==> config.mk <==
export PLATFORM = sky130hd
export DESIGN_NAME = humidity_frame_crc_decoder
export DESIGN_NICKNAME = d
export VERILOG_FILES = /design/src/hfcd_pkg.sv /design/src/humidity_frame_crc_decoder.sv
export SDC_FILE = /design/constraint.sdc
export NUM_CORES = 1
export LEC_CHECK = 0
export BUFFER_PORTS_ARGS = -buffer_cell sky130_fd_sc_hd__buf_4
export CORE_MARGIN = 2
export CORE_UTILIZATION = 65
export CTS_BUF_LIST = sky130_fd_sc_hd__clkbuf_4 sky130_fd_sc_hd__clkbuf_8 sky130_fd_sc_hd__clkbuf_16
export DETAILED_ROUTE_END_ITERATION = 10
export PLACE_DENSITY_LB_ADDON = 0.2
export SETUP_SLACK_MARGIN = 0.3
export SLEW_MARGIN = 20
export SYNTH_ARGS = -nofsm -noshare
export SYNTH_HDL_FRONTEND = slang
export SYNTH_SLANG_ARGS = --single-unit
==> constraint.sdc <==
create_clock -name clk -period 15.8 [get_ports clk]
set_input_delay 1.58 -clock clk [delete_from_list [all_inputs] [get_ports clk]]
set_output_delay 1.58 -clock clk [all_outputs]
set_load 0.01 [all_outputs]
==> src/hfcd_pkg.sv <==
// package: item types, crc step and scaling constants for the humidity frame decoder
`timescale 1ns / 1ps

package hfcd_pkg;

    localparam logic [7:0]  CRC_POLY    = 8'h31;
    localparam logic [7:0]  CRC_INIT    = 8'hFF;
    localparam logic [14:0] TEMP_SCALE  = 15'd17500;
    localparam logic [14:0] TEMP_OFFSET = 15'd4500;
    localparam logic [13:0] HUM_SCALE   = 14'd10000;

    typedef enum logic [2:0] {
        POS_T_HI  = 3'd0,
        POS_T_LO  = 3'd1,
        POS_T_CRC = 3'd2,
        POS_H_HI  = 3'd3,
        POS_H_LO  = 3'd4,
        POS_H_CRC = 3'd5
    } pos_t;

    typedef enum logic [1:0] {
        STATUS_OK       = 2'd0,
        STATUS_TEMP_CRC = 2'd1,
        STATUS_HUM_CRC  = 2'd2
    } status_t;

    typedef struct packed {
        logic [7:0] byte_value;
        logic       frame_start;
    } byte_item_t;

    typedef struct packed {
        logic signed [14:0] temperature_centi;
        logic        [13:0] humidity_centi;
        status_t            status;
    } result_item_t;

    // one byte through crc-8, msb first
    function automatic logic [7:0] crc8_feed(input logic [7:0] crc, input logic [7:0] b);
        logic [7:0] c;
        c = crc ^ b;
        for (int k = 0; k < 8; k++) begin
            c = c[7] ? ((c << 1) ^ CRC_POLY) : (c << 1);
        end
        return c;
    endfunction

endpackage

==> src/humidity_frame_crc_decoder.sv <==
// top level: six-byte sensor frame crc check and scaling to centi-units
//
//  channel | valid        | stall        | payload
//  --------+--------------+--------------+------------------------------
//  input   | byte_valid   | byte_stall   | byte_item (byte, frame start)
//  output  | result_valid | result_stall | result (temp, humidity, status)
//
//  one byte per cycle unless a held result stalls; each byte passes the input register
//  a result appears at the edge its sixth byte leaves the input register
//  temperature multiply runs on the second byte, humidity multiply on the sixth
//  reset clears frame position, crc, t_bad and both valid flags; no clearing pass
//  a held result stalls the input only when the sixth byte of the next frame is waiting
`timescale 1ns / 1ps

module humidity_frame_crc_decoder
    import hfcd_pkg::*;
(
    input  logic         clk,
    input  logic         rst_n,
    input  logic         byte_valid,
    output logic         byte_stall,
    input  byte_item_t   byte_item,
    output logic         result_valid,
    input  logic         result_stall,
    output result_item_t result
);

    logic               s1_valid_reg, s1_valid_next;
    byte_item_t         s1_item_reg;
    pos_t               pos_reg, pos_next;
    logic [7:0]         crc_reg, crc_next;
    logic [7:0]         t_hi_reg;
    logic signed [14:0] temp_reg;
    logic [7:0]         h_hi_reg;
    logic [7:0]         h_lo_reg;
    logic               t_bad_reg, t_bad_next;
    logic               out_valid_reg, out_valid_next;
    result_item_t       out_reg;

    pos_t        pos_eff;
    logic        is_last;
    logic        proc_fire;
    logic        accept;
    logic [30:0] t_prod;
    logic [29:0] h_prod;
    logic [14:0] t_off;
    logic [7:0]  crc_step;

    always_comb
    begin
        if (s1_item_reg.frame_start || pos_reg > POS_H_CRC)
        begin
            pos_eff = POS_T_HI;
        end
        else
        begin
            pos_eff = pos_reg;
        end
    end

    assign is_last    = (pos_eff == POS_H_CRC);
    assign proc_fire  = s1_valid_reg && (!is_last || !out_valid_reg || !result_stall);
    assign byte_stall = s1_valid_reg && !proc_fire;
    assign accept     = byte_valid && !byte_stall;

    assign t_prod = 31'(TEMP_SCALE) * 31'({t_hi_reg, s1_item_reg.byte_value});
    assign t_off  = t_prod[30:16];
    assign h_prod = 30'(HUM_SCALE) * 30'({h_hi_reg, h_lo_reg});

    always_comb
    begin
        if (pos_eff == POS_T_HI || pos_eff == POS_H_HI)
        begin
            crc_step = crc8_feed(CRC_INIT, s1_item_reg.byte_value);
        end
        else
        begin
            crc_step = crc8_feed(crc_reg, s1_item_reg.byte_value);
        end
    end

    always_comb
    begin
        s1_valid_next  = s1_valid_reg;
        pos_next       = pos_reg;
        crc_next       = crc_reg;
        t_bad_next     = t_bad_reg;
        out_valid_next = out_valid_reg && result_stall;
        if (proc_fire)
        begin
            s1_valid_next = 1'b0;
            pos_next      = is_last ? POS_T_HI : pos_t'(pos_eff + 3'd1);
            unique case (pos_eff)
                POS_T_HI, POS_T_LO, POS_H_HI, POS_H_LO:
                begin
                    crc_next = crc_step;
                end
                POS_T_CRC:
                begin
                    t_bad_next = (crc_reg != s1_item_reg.byte_value);
                    crc_next   = CRC_INIT;
                end
                default:
                begin
                    crc_next       = CRC_INIT;
                    out_valid_next = 1'b1;
                end
            endcase
        end
        if (accept)
        begin
            s1_valid_next = 1'b1;
        end
    end

    always_ff @(posedge clk or negedge rst_n)
    begin
        if (!rst_n)
        begin
            s1_valid_reg  <= 1'b0;
            pos_reg       <= POS_T_HI;
            crc_reg       <= CRC_INIT;
            t_bad_reg     <= 1'b0;
            out_valid_reg <= 1'b0;
        end
        else
        begin
            s1_valid_reg  <= s1_valid_next;
            pos_reg       <= pos_next;
            crc_reg       <= crc_next;
            t_bad_reg     <= t_bad_next;
            out_valid_reg <= out_valid_next;
        end
    end

    always_ff @(posedge clk)
    begin
        if (accept)
        begin
            s1_item_reg <= byte_item;
        end
        if (proc_fire)
        begin
            unique case (pos_eff)
                POS_T_HI:
                begin
                    t_hi_reg <= s1_item_reg.byte_value;
                end
                POS_T_LO:
                begin
                    temp_reg <= $signed(15'(t_off - TEMP_OFFSET));
                end
                POS_H_HI:
                begin
                    h_hi_reg <= s1_item_reg.byte_value;
                end
                POS_H_LO:
                begin
                    h_lo_reg <= s1_item_reg.byte_value;
                end
                POS_H_CRC:
                begin
                    out_reg.temperature_centi <= temp_reg;
                    out_reg.humidity_centi    <= h_prod[29:16];
                    if (t_bad_reg)
                    begin
                        out_reg.status <= STATUS_TEMP_CRC;
                    end
                    else if (crc_reg != s1_item_reg.byte_value)
                    begin
                        out_reg.status <= STATUS_HUM_CRC;
                    end
                    else
                    begin
                        out_reg.status <= STATUS_OK;
                    end
                end
                default:
                begin
                end
            endcase
        end
    end

    assign result_valid = out_valid_reg;
    assign result       = out_reg;

`ifndef SYNTHESIS
    a_result_from_last: assert property (@(posedge clk) disable iff (!rst_n)
        $rose(out_valid_reg) |-> $past(proc_fire && is_last))
        else $error("result raised without a closing byte");

    a_no_overwrite: assert property (@(posedge clk) disable iff (!rst_n)
        !(proc_fire && is_last && out_valid_reg && result_stall))
        else $error("held result overwritten");

    a_crc_restart: assert property (@(posedge clk) disable iff (!rst_n)
        (proc_fire && pos_eff == POS_T_CRC) |=> (crc_reg == CRC_INIT))
        else $error("crc not restarted after temperature check byte");

    a_stall_needs_item: assert property (@(posedge clk) disable iff (!rst_n)
        byte_stall |-> (s1_valid_reg && is_last && out_valid_reg))
        else $error("input stalled without a blocked closing byte");
`endif

endmodule
* After elaboration in Yosys (flattened, before gate mapping) *
Index checks and enable logic that the tools add are counted.

storage, ports and cells
  input bits = 13
  RAM bits = 0
  bits in registers = 93
  memory bits (read-only) = 0
  memories = 0
  latch bits = 0

operators by class
  multiplexer cells = 25
  bitwise gates (word level) = 18
  shift-type cells = 0
  add/sub/neg operators = 2
  reduce and logical (&&, ||, !) cells = 23
  magnitude comparators = 1
  equality and inequality tests = 6
  div/mod/pow operators = 0
  multiply operators = 2

operator list
  kind                                                                    number
  6-bit two-way mux                                                       16
  3-bit inverter                                                          16
  13-bit by 16-bit multiplier with 29-bit output (first input constant)   1
  10-bit by 16-bit multiplier with 26-bit output (first input constant)   1
  8-bit two-way mux                                                       2
  15-bit by 13-bit subtractor with 15-bit output (second input constant)  1
  2-bit AND reduction                                                     6
  8-bit inequality test                                                   1
  8-bit inverter                                                          1
  8-bit XOR                                                               1
  3-bit by 2-bit equality test with 1-bit output (second input constant)  2
  3-bit equality test (second input constant)                             2
  3-bit two-way mux                                                       2
  1-bit zero test                                                         5
  5-bit OR reduction                                                      1
  1-bit logical AND                                                       4
  1-bit logical OR                                                        4
  1-bit two-way mux                                                       4
  4-bit OR reduction                                                      1
  3-bit by 1-bit adder with 3-bit output (second input constant)          1
  3-bit by 1-bit equality test with 1-bit output (second input constant)  1
  3-bit greater-than comparator (second input constant)                   1
  3-bit zero test                                                         1
  2-bit two-way mux                                                       1
  2-bit nonzero test                                                      1

* Depth between registers and ports, before layout *
Gate-level depths: netlist of run 1.

  depth after elaboration = 19
  mapped depth = 24
  depth with buffers taken out = 24

* Worst setup path before layout of run 1 *
Ideal clock, no wire load.

  kind = reg-to-reg
  start = register t_hi_reg[1]
  end = register temp_reg[14] (data pin)
  cell stages (with the launch flop) = 24
  period minus slack after synthesis = 5.667 ns
  slack = 10.133 ns
  path buffers = 0
  arrival time = 5.404 ns
  library setup time = 0.263 ns
  cell sequence = edfxtp_1 -> ha_1 -> inv_1 -> fa_1 -> inv_1 -> ha_1 -> fa_1 -> inv_1 -> fa_1 -> inv_1 -> ha_1 -> or3_4 -> or3_4 -> a21oi_4 -> xnor2_1 -> inv_1 -> ha_1 -> nor2_1 -> mux2_4 -> a21oi_2 -> nor3_4 -> a211oi_2 -> mux2i_1 -> nand3_1

on the way
  longest elaborated chain between the ends = 2

RTL lines
  what                                            RTL line                           RTL
  start, declared                                 humidity_frame_crc_decoder.sv:32   logic [7:0] t_hi_reg;
  start signal, assigned                          humidity_frame_crc_decoder.sv:147  t_hi_reg <= s1_item_reg.byte_value;
  13-bit by 16-bit multiplier with 29-bit output  humidity_frame_crc_decoder.sv:66   assign t_prod = 31'(TEMP_SCALE) * 31'({t_hi_reg, s1_item_reg.byte_value});
  15-bit by 13-bit subtractor with 15-bit output  humidity_frame_crc_decoder.sv:151  temp_reg <= $signed(15'(t_off - TEMP_OFFSET));
  end signal, assigned                            humidity_frame_crc_decoder.sv:151
  end, declared                                   humidity_frame_crc_decoder.sv:33   logic signed [14:0] temp_reg;

No other way between the ends.
A chain may end at the register's enable or synchronous reset.

* Worst setup path in the final report of run 1 *
  start = register s1_item_reg[8] in the netlist's numbering
  end = register temp_reg[14] (data pin)

on the way
  longest elaborated chain between the ends = 2

RTL lines
  what                                            RTL line                           RTL
  start, declared                                 humidity_frame_crc_decoder.sv:29   byte_item_t s1_item_reg;
  start signal, assigned                          humidity_frame_crc_decoder.sv:140  s1_item_reg <= byte_item;
  13-bit by 16-bit multiplier with 29-bit output  humidity_frame_crc_decoder.sv:66
  15-bit by 13-bit subtractor with 15-bit output  humidity_frame_crc_decoder.sv:151

No other way between the ends.

==> load_flow_metrics.sql, run 1 <==
INSERT INTO impl_metrics (metric_group, metric, value, unit) VALUES
('run_status', 'run_status', 'complete, no violations', ''),
('power', 'share_clk_of_total_power', '14.8', '%'),
('timing', 'min_hold_slack', '417.2', 'ps'),
('timing', 'totalNegativeSetupSlack', '0', 'ps'),
('drt', 'drt_drc_violations_left', '0', ''),
('power', 'p_sw_share', '42.20', '%'),
('run', 'max_cap_violations', '0', ''),
('die', 'num_io_pins', '46', ''),
('timing', 'timing.max_slew.rel_slack', '39.22', '%'),
('placed_design', 'gp_congestion', '0.8817', ''),
('placed_design', 'buffer_ports.inserted', '45', ''),
('drt', 'finalWirelength', '16440', 'µm'),
('yosys', 'mappedNetlistNets', '1081', ''),
('drt', 'vias_per_cell', '5.475', ''),
('timing', 'final-setup-viol-count', '0', ''),
('worst_setup_path', 'worstSetupStartpointType', 'flip-flop', ''),
('clock_network', 'tritoncts.num_buffers', '9', ''),
('grt', 'routing_usage_on_met2', '39.79', '%'),
('placed_design', 'dp_slack', '9676', 'ps'),
('clock_network', 'worstSkewPairLatency', '350', 'ps'),
('finish', 'largest_register_ffs', '31', ''),
('grt', 'via_count_of_the_first_global_routing_pass', '5878', ''),
('timing', 'tcrit_tclk_final', '39.03', '%'),
('power', 'worst_ir_drop_vdd', '0.1144', 'mV'),
('grt', 'grt-busiest-layer', 'met2', ''),
('drt', 'drt_iter0_markers', '209', ''),
('die', 'dieWidth', '122.2', 'µm'),
('clock_network', 'cts_hold_buf', '0', ''),
('worst_setup_path', 'criticalPathCategory', 'reg -> reg', ''),
('finish', 'area_taken_by_multi_input_logic_gates', '5634', 'µm²'),
('die', 'core-area', '13770', 'µm²'),
('yosys', 'synth_sequential_area_ratio', '30.07', '%'),
('clock_network', 'cts_max_path_buffers', '2', ''),
('yosys', 'synth_seq_cells', '93', ''),
('clock_network', 'worst_setup_hold_path_clk_slew', '70', 'ps'),
('grt', 'maximum_number_of_pins_on_one_net_before_global_route_repair', '32', ''),
('yosys', 'synth_enable_flop_cells', '79', ''),
('finish', 'seqCellArea', '2733', 'µm²'),
('yosys', 'syn_avg_cell_area', '11.01', 'µm²'),
('grt', 'groute.layer.met3.usage', '3.299', '%'),
('finish', 'nNetsFinal', '1129', ''),
('worst_setup_path', 'setup.worst_path.end_class', 'flip-flop', ''),
('timing', 'setup_repair_after_global_routing_missed_its_margin', 'no', ''),
('clock_network', 'tritoncts_clock_tree', 'yes', ''),
('power', 'cellInternalPower', '960.8', 'µW'),
('yosys', 'syn_area', '9086', 'µm²'),
('drt', 'drt_pass1_iterations', '4', ''),
('timing', 'fin_ws', '9633', 'ps'),
('worst_setup_path', 'cp.required', '15880', 'ps'),
('drt', 'antenna_left', '0', ''),
('clock_network', 'post-cts-setup-buffer-count', '0', ''),
('timing', 'final_hold_viol_count', '0', ''),
('timing', 'skew', '9.925', 'ps'),
('drt', 'post_drt_wl_per_cell', '15.54', 'µm'),
('power', 'power.share.sequential', '23.5', '%'),
('grt', 'grt_overflow', '0', ''),
('die', 'initial_standard_cell_utilization_of_the_core', '65.97', '%'),
('timing', 'report.final.slew_viol_count', '0', ''),
('finish', 'fillCellCount', '981', ''),
('die', 'floorplan.die_area', '14940', 'µm²'),
('yosys', 'yosys.cell_types.count', '63', ''),
('placed_design', 'place_inst', '1042', ''),
('finish', 'area_growth', '9.722', '%'),
('die', 'height_of_the_chip', '122.2', 'µm'),
('power', 'design_power_total', '1.662', 'mW'),
('clock_network', 'ctsRootBufferMaster', 'clkbuf_16', ''),
('yosys', 'ys_warn_count', '0', ''),
('yosys', 'postSynth.asyncResetShare', '15.05', '%'),
('clock_network', 'total_number_of_h_tree_levels', '3', ''),
('timing', 'period_needed', '6167', 'ps'),
('power', 'power.static_leakage', '4.800', 'nW');
-- worst max-delay path: stages, from the launching register on --
cell and delay, ps:
edfxtp_1 610, ha_1 410, fa_1 470, ha_1 300
inv_1 70, fa_1 440, fa_1 540, inv_1 40
ha_1 310, a211oi_1 220, o221ai_1 150, a31oi_1 370
o21ai_0 150, o21a_1 210, nor2_1 120, ha_1 220
nor2_1 50, mux2_4 290, a21oi_2 190, nor3_4 80
a211oi_2 310, mux2i_1 230, nand3_1 100
-- kinds of logic (layout without fill, tap and decap cells) --
kind of cell,Yosys count,count (layout),synth area share [%]
flip-flops,93,93,30.07
AO/OA/AOI/OAI,103,103,8.207
XOR/XNOR,61,61,5.880
adder cells (fa/ha/maj),243,243,39.91
multiplexers,4,4,0.5095
AND/OR/NAND/NOR,128,128,7.450
buffers and inverters,193,246,7.973
-- routing by layer --
metal / wire, µm / up-vias
met2: 8036 / 109
li1: - / 2852
met1: 7514 / 2797
met4: 362 / 0
met3: 525 / 35
met5: 0 / -
-- cells in the mapped netlist, types with 3 or more instances --
cell type / instances / share of area, %
dfrtp_1: 6 / 1.7
nand4_1: 6 / 0.41
nor3_1: 7 / 0.39
xor2_1: 16 / 1.5
nand2_1: 24 / 0.99
fa_1: 78 / 17
nand3_1: 8 / 0.44
inv_1: 184 / 7.6
clkbuf_1: 9 / 0.37
a211oi_1: 4 / 0.33
and3_1: 6 / 0.41
a211oi_2: 3 / 0.41
a21o_1: 6 / 0.50
nand2b_1: 3 / 0.21
a21oi_2: 3 / 0.29
nor2b_1: 4 / 0.28
and4_1: 4 / 0.39
o21ai_1: 4 / 0.22
o21ai_0: 20 / 1.1
or3_1: 3 / 0.21
ha_1: 165 / 23
xnor2_1: 45 / 4.3
o21a_1: 8 / 0.66
nor2_1: 44 / 1.8
dfstp_2: 8 / 2.3
and2_1: 5 / 0.34
edfxtp_1: 79 / 26
a21oi_1: 28 / 1.5
a31oi_1: 3 / 0.21
-- path summary, 6_finish.rpt --
path                                 to  cells after the start      startpoint  slack (ps)
min                          result[26]                      0    temp_reg[10]         420
max in group asynchronous    crc_reg[6]                      1           rst_n       14460
max                        temp_reg[14]                     22  s1_item_reg[8]        9630
min reg2reg                  result[26]                      0    temp_reg[10]         420
min in group asynchronous    pos_reg[2]                      1           rst_n        1080
max reg2reg                temp_reg[14]                     22  s1_item_reg[8]        9630
-- power by group through the flow --
stage	registers (mW)	clock network [mW]	logic, mW
2_1_floorplan	0.382	0	0.835
3_3_place_gp	0.393	0	0.980
3_5_place_dp	0.395	0	1.01
4_1_cts	0.390	0.248	1.03
5_1_grt	0.394	0.257	1.16
6_report	0.391	0.246	1.03
-- area by class of cell --
type | count | share of cell area (%)
multi-input combinational | 539 | 56.51
sequential | 93 | 27.41
tap | 180 | 2.259
clock buffer | 13 | 2.736
timing repair buffer | 46 | 3.464
inverter | 184 | 6.928
clock inverter | 3 | 0.6903
-- cells in the final DEF, fill, tap and decap left out, drive strengths merged, types with 4 or more instances in the layout --
cell and instances:
inv 184, fa 78, xnor2 45, a21oi 32, clkbuf 13, or3 5, xor2 16, nor2 44
and3 7, nand3 8, and2 5, nand2 24, nand4 6, a211oi 7, dfrtp 6, edfxtp 79
o21a 9, buf 46, nor3 9, dfstp 8, ha 165, o21ai 25, and4 4, a21o 6
nor2b 4
-- metrics by stage --
stage / utilization, % / area [µm²]
after floorplan: - / 9086
after global placement: 69.87 / 9623
after detailed placement: 69.87 / 9623
after CTS: 72.35 / 9965
after global routing: 72.38 / 9970
final: 72.38 / 9970
No activity file was read; power rests on OpenSTA's default activity.
==> run 2: changes to the inputs <==
CORE_UTILIZATION = 63   (was 65)
clock period = 5.9 ns   (was 15.8 ns; I/O delays follow)
==> load_flow_metrics.sql, run 2 (synthesis results as in run 1) <==
INSERT INTO impl_metrics (metric_group, metric, value, unit) VALUES
('drt', 'drt_drc_violations_left', '0', ''),
('timing', 'min_hold_slack', '78.53', 'ps'),
('timing', 'timing.max_slew.rel_slack', '40.89', '%'),
('finish', 'most_used_cells_in_the_layout_excluding_fill_and_tap_cells', 'inv_1 (171), ha_1 (143), buf_4 (100)', ''),
('timing', 'tcrit_tclk_final', '92.60', '%'),
('power', 'p_switching', '2.245', 'mW'),
('min_path', 'hold_path_class', 'in -> async', ''),
('power', 'p_sw_share', '42.27', '%'),
('worst_setup_path', 'cp.required', '6000', 'ps'),
('clock_network', 'tritoncts_clock_tree', 'yes', ''),
('grt', 'grt_pass1_wl', '29020', 'µm'),
('power', 'share_clk_of_total_power', '12.0', '%'),
('grt', 'grt_use_total', '24.94', '%'),
('clock_network', 'worstSkewPairLatency', '360', 'ps'),
('power', 'p_comb_share', '68.5', '%'),
('worst_setup_path', 'critical_path_cell_sequence', 'buf_4, ha_1, inv_1, fa_1, inv_2, ha_4, fa_1, fa_1, ha_4, buf_4, o21ai_1, o21bai_1, a31oi_1, o21ai_1, o21a_1, nor2_4, ha_4, nor2_2, mux2_4, a21oi_4, nor3_4, a211oi_2, mux2i_1, nand3_1', ''),
('power', 'power.share.sequential', '19.4', '%'),
('power', 'cellInternalPower', '3.067', 'mW'),
('worst_setup_path', 'worstSetupStartpointType', 'flip-flop', ''),
('finish', 'area_growth', '18.53', '%'),
('grt', 'initial_antenna_violation_count', '0', ''),
('run', 'max_cap_violations', '0', ''),
('clock_network', 'cts_num_sinks', '93', ''),
('timing', 'final-setup-viol-count', '0', ''),
('drt', 'drt_iter0_markers', '289', ''),
('drt', 'post_drt_wl_per_cell', '16.79', 'µm'),
('timing', 'period_needed', '5463', 'ps'),
('clock_network', 'ctsRootBufferMaster', 'clkbuf_16', ''),
('grt', 'maximum_number_of_pins_on_one_net_before_global_route_repair', '32', ''),
('run_status', 'run_status', 'complete, no violations', ''),
('die', 'floorplan.die_area', '15400', 'µm²'),
('worst_setup_path', 'critical_path.max_fanout', '4', ''),
('timing', 'final_hold_viol_count', '0', ''),
('drt', 'dr_total_vias', '6153', ''),
('die', 'core-area', '13990', 'µm²'),
('die', 'height_of_the_chip', '124.1', 'µm'),
('worst_setup_path', 'crit_path_max_incr_delay', '520', 'ps'),
('drt', 'drt_pass1_iterations', '5', ''),
('clock_network', 'cts_max_path_buffers', '2', ''),
('grt', 'via_count_of_the_first_global_routing_pass', '6123', ''),
('timing', 'report.final.slew_viol_count', '0', ''),
('placed_design', 'gp_congestion', '0.8530', ''),
('die', 'num_io_pins', '46', ''),
('worst_setup_path', 'cpMaxStageDelayCell', 'fa_1', ''),
('worst_setup_path', 'setup.worst_path.end_class', 'flip-flop', ''),
('placed_design', 'place.detailed.hpwl', '14070', 'µm'),
('finish', 'final_common_cell', 'inv_1', ''),
('placed_design', 'area_after_dpl', '9753', 'µm²'),
('worst_setup_path', 'cp_bufs_invs', '4', ''),
('grt', 'grt_overflow', '0', ''),
('finish', 'proportion_of_layout_cells_with_a_drive_suffix_above_1', '21.86', '%'),
('worst_setup_path', 'worst_path_dominant_cell_family', 'adder cells', ''),
('finish', 'largest_register_ffs', '31', ''),
('timing', 'skew', '11.01', 'ps'),
('finish', 'nNetsFinal', '1189', ''),
('die', 'dieWidth', '124.1', 'µm'),
('worst_setup_path', 'criticalPathCategory', 'reg -> reg', ''),
('power', 'power.static_leakage', '5.083', 'nW'),
('power', 'p_per_area', '493.2', 'nW/µm²'),
('drt', 'finalWirelength', '18770', 'µm'),
('placed_design', 'buffer_ports.inserted', '45', ''),
('drt', 'antenna_left', '0', ''),
('clock_network', 'tritoncts.num_buffers', '9', ''),
('die', 'initial_standard_cell_utilization_of_the_core', '64.96', '%'),
('finish', 'antenna_cells', '0', ''),
('timing', 'setup_repair_after_global_routing_missed_its_margin', 'no', ''),
('power', 'design_power_total', '5.312', 'mW'),
('power', 'worst_ir_drop_vdd', '0.4005', 'mV'),
('timing', 'timing_worst_slew_pin_value', '883.3', 'ps'),
('clock_network', 'cts_hold_buf', '0', ''),
('finish', 'stdcell_area', '10770', 'µm²'),
('timing', 'totalNegativeSetupSlack', '0', 'ps'),
('drt', 'vias_per_cell', '5.504', ''),
('timing', 'fmax', '183.0', 'MHz'),
('clock_network', 'total_number_of_h_tree_levels', '3', ''),
('worst_setup_path', 'critical_path_arrival', '5560', 'ps'),
('die', 'floorplan.rows', '43', ''),
('clock_network', 'worst_setup_hold_path_clk_slew', '70', 'ps');
==> run 2: cell count changes in the layout (fill, tap and decap cells not counted), moves of 6 or more <==
cell / change
ha_1: -22
buf_6: +6
inv_2: +13
inv_1: -13
ha_4: +21
buf_4: +54
==> run 2: layer usage <==
layer	up-vias	wire (µm)	track usage [%]
met4	0	425	8.357
met1	3029	7894	31.47
met2	121	9761	43.78
li1	2971	-	-
met3	32	693	3.846
met5	-	0	0
==> run 2: path summary, 6_finish.rpt <==
kind                               from           end  slack [ps]  depth (start not counted)
min in group clk           temp_reg[12]    result[28]         410                          0
setup / recovery            t_hi_reg[4]  temp_reg[14]         440                         24
setup reg to reg            t_hi_reg[4]  temp_reg[14]         440                         24
hold reg to reg            temp_reg[12]    result[28]         410                          0
hold / removal                    rst_n  result_valid          80                          1
max in group asynchronous         rst_n    crc_reg[3]        5570                          1
==> run 2: layout make-up <==
type,instances,area [µm²]
flip-flops and latches,93,2733
multi-input cells,539,5983
repair buffers,106,818.3
inverters,184,690.7
clock inverters,7,95.09
fillers,889,3218
clock buffers,9,225.2
well taps,180,225.2
==> run 2: power by group through the flow <==
stage          Combinational [mW]  Clock, mW  Sequential, mW
2_1_floorplan                2.28          0            1.02
3_3_place_gp                 2.72          0            1.04
3_5_place_dp                 2.81          0            1.05
4_1_cts                      3.18      0.646            1.03
5_1_grt                      4.01      0.673            1.04
6_report                     3.64      0.638            1.03
==> run 2: timing repair <==
item / in CTS / in global routing
cloned: 0 / 0
setup endpoints to repair: 4 / 5
gates resized for setup: 19 / 47
setup buffers: 22 / 23
pin swaps: 22 / 50
==> run 2: metrics by stage <==
step | utilization [%] | setup WS [ps] | std cells
2_1_floorplan | - | 321.5 | 825
3_3_place_gp | 69.72 | 192.5 | 1057
3_5_place_dp | 69.72 | 33.27 | 1057
4_1_cts | 74.36 | 305.2 | 1095
5_1_grt | 76.99 | 230.2 | 1118
6_report | 76.99 | 436.6 | 1118
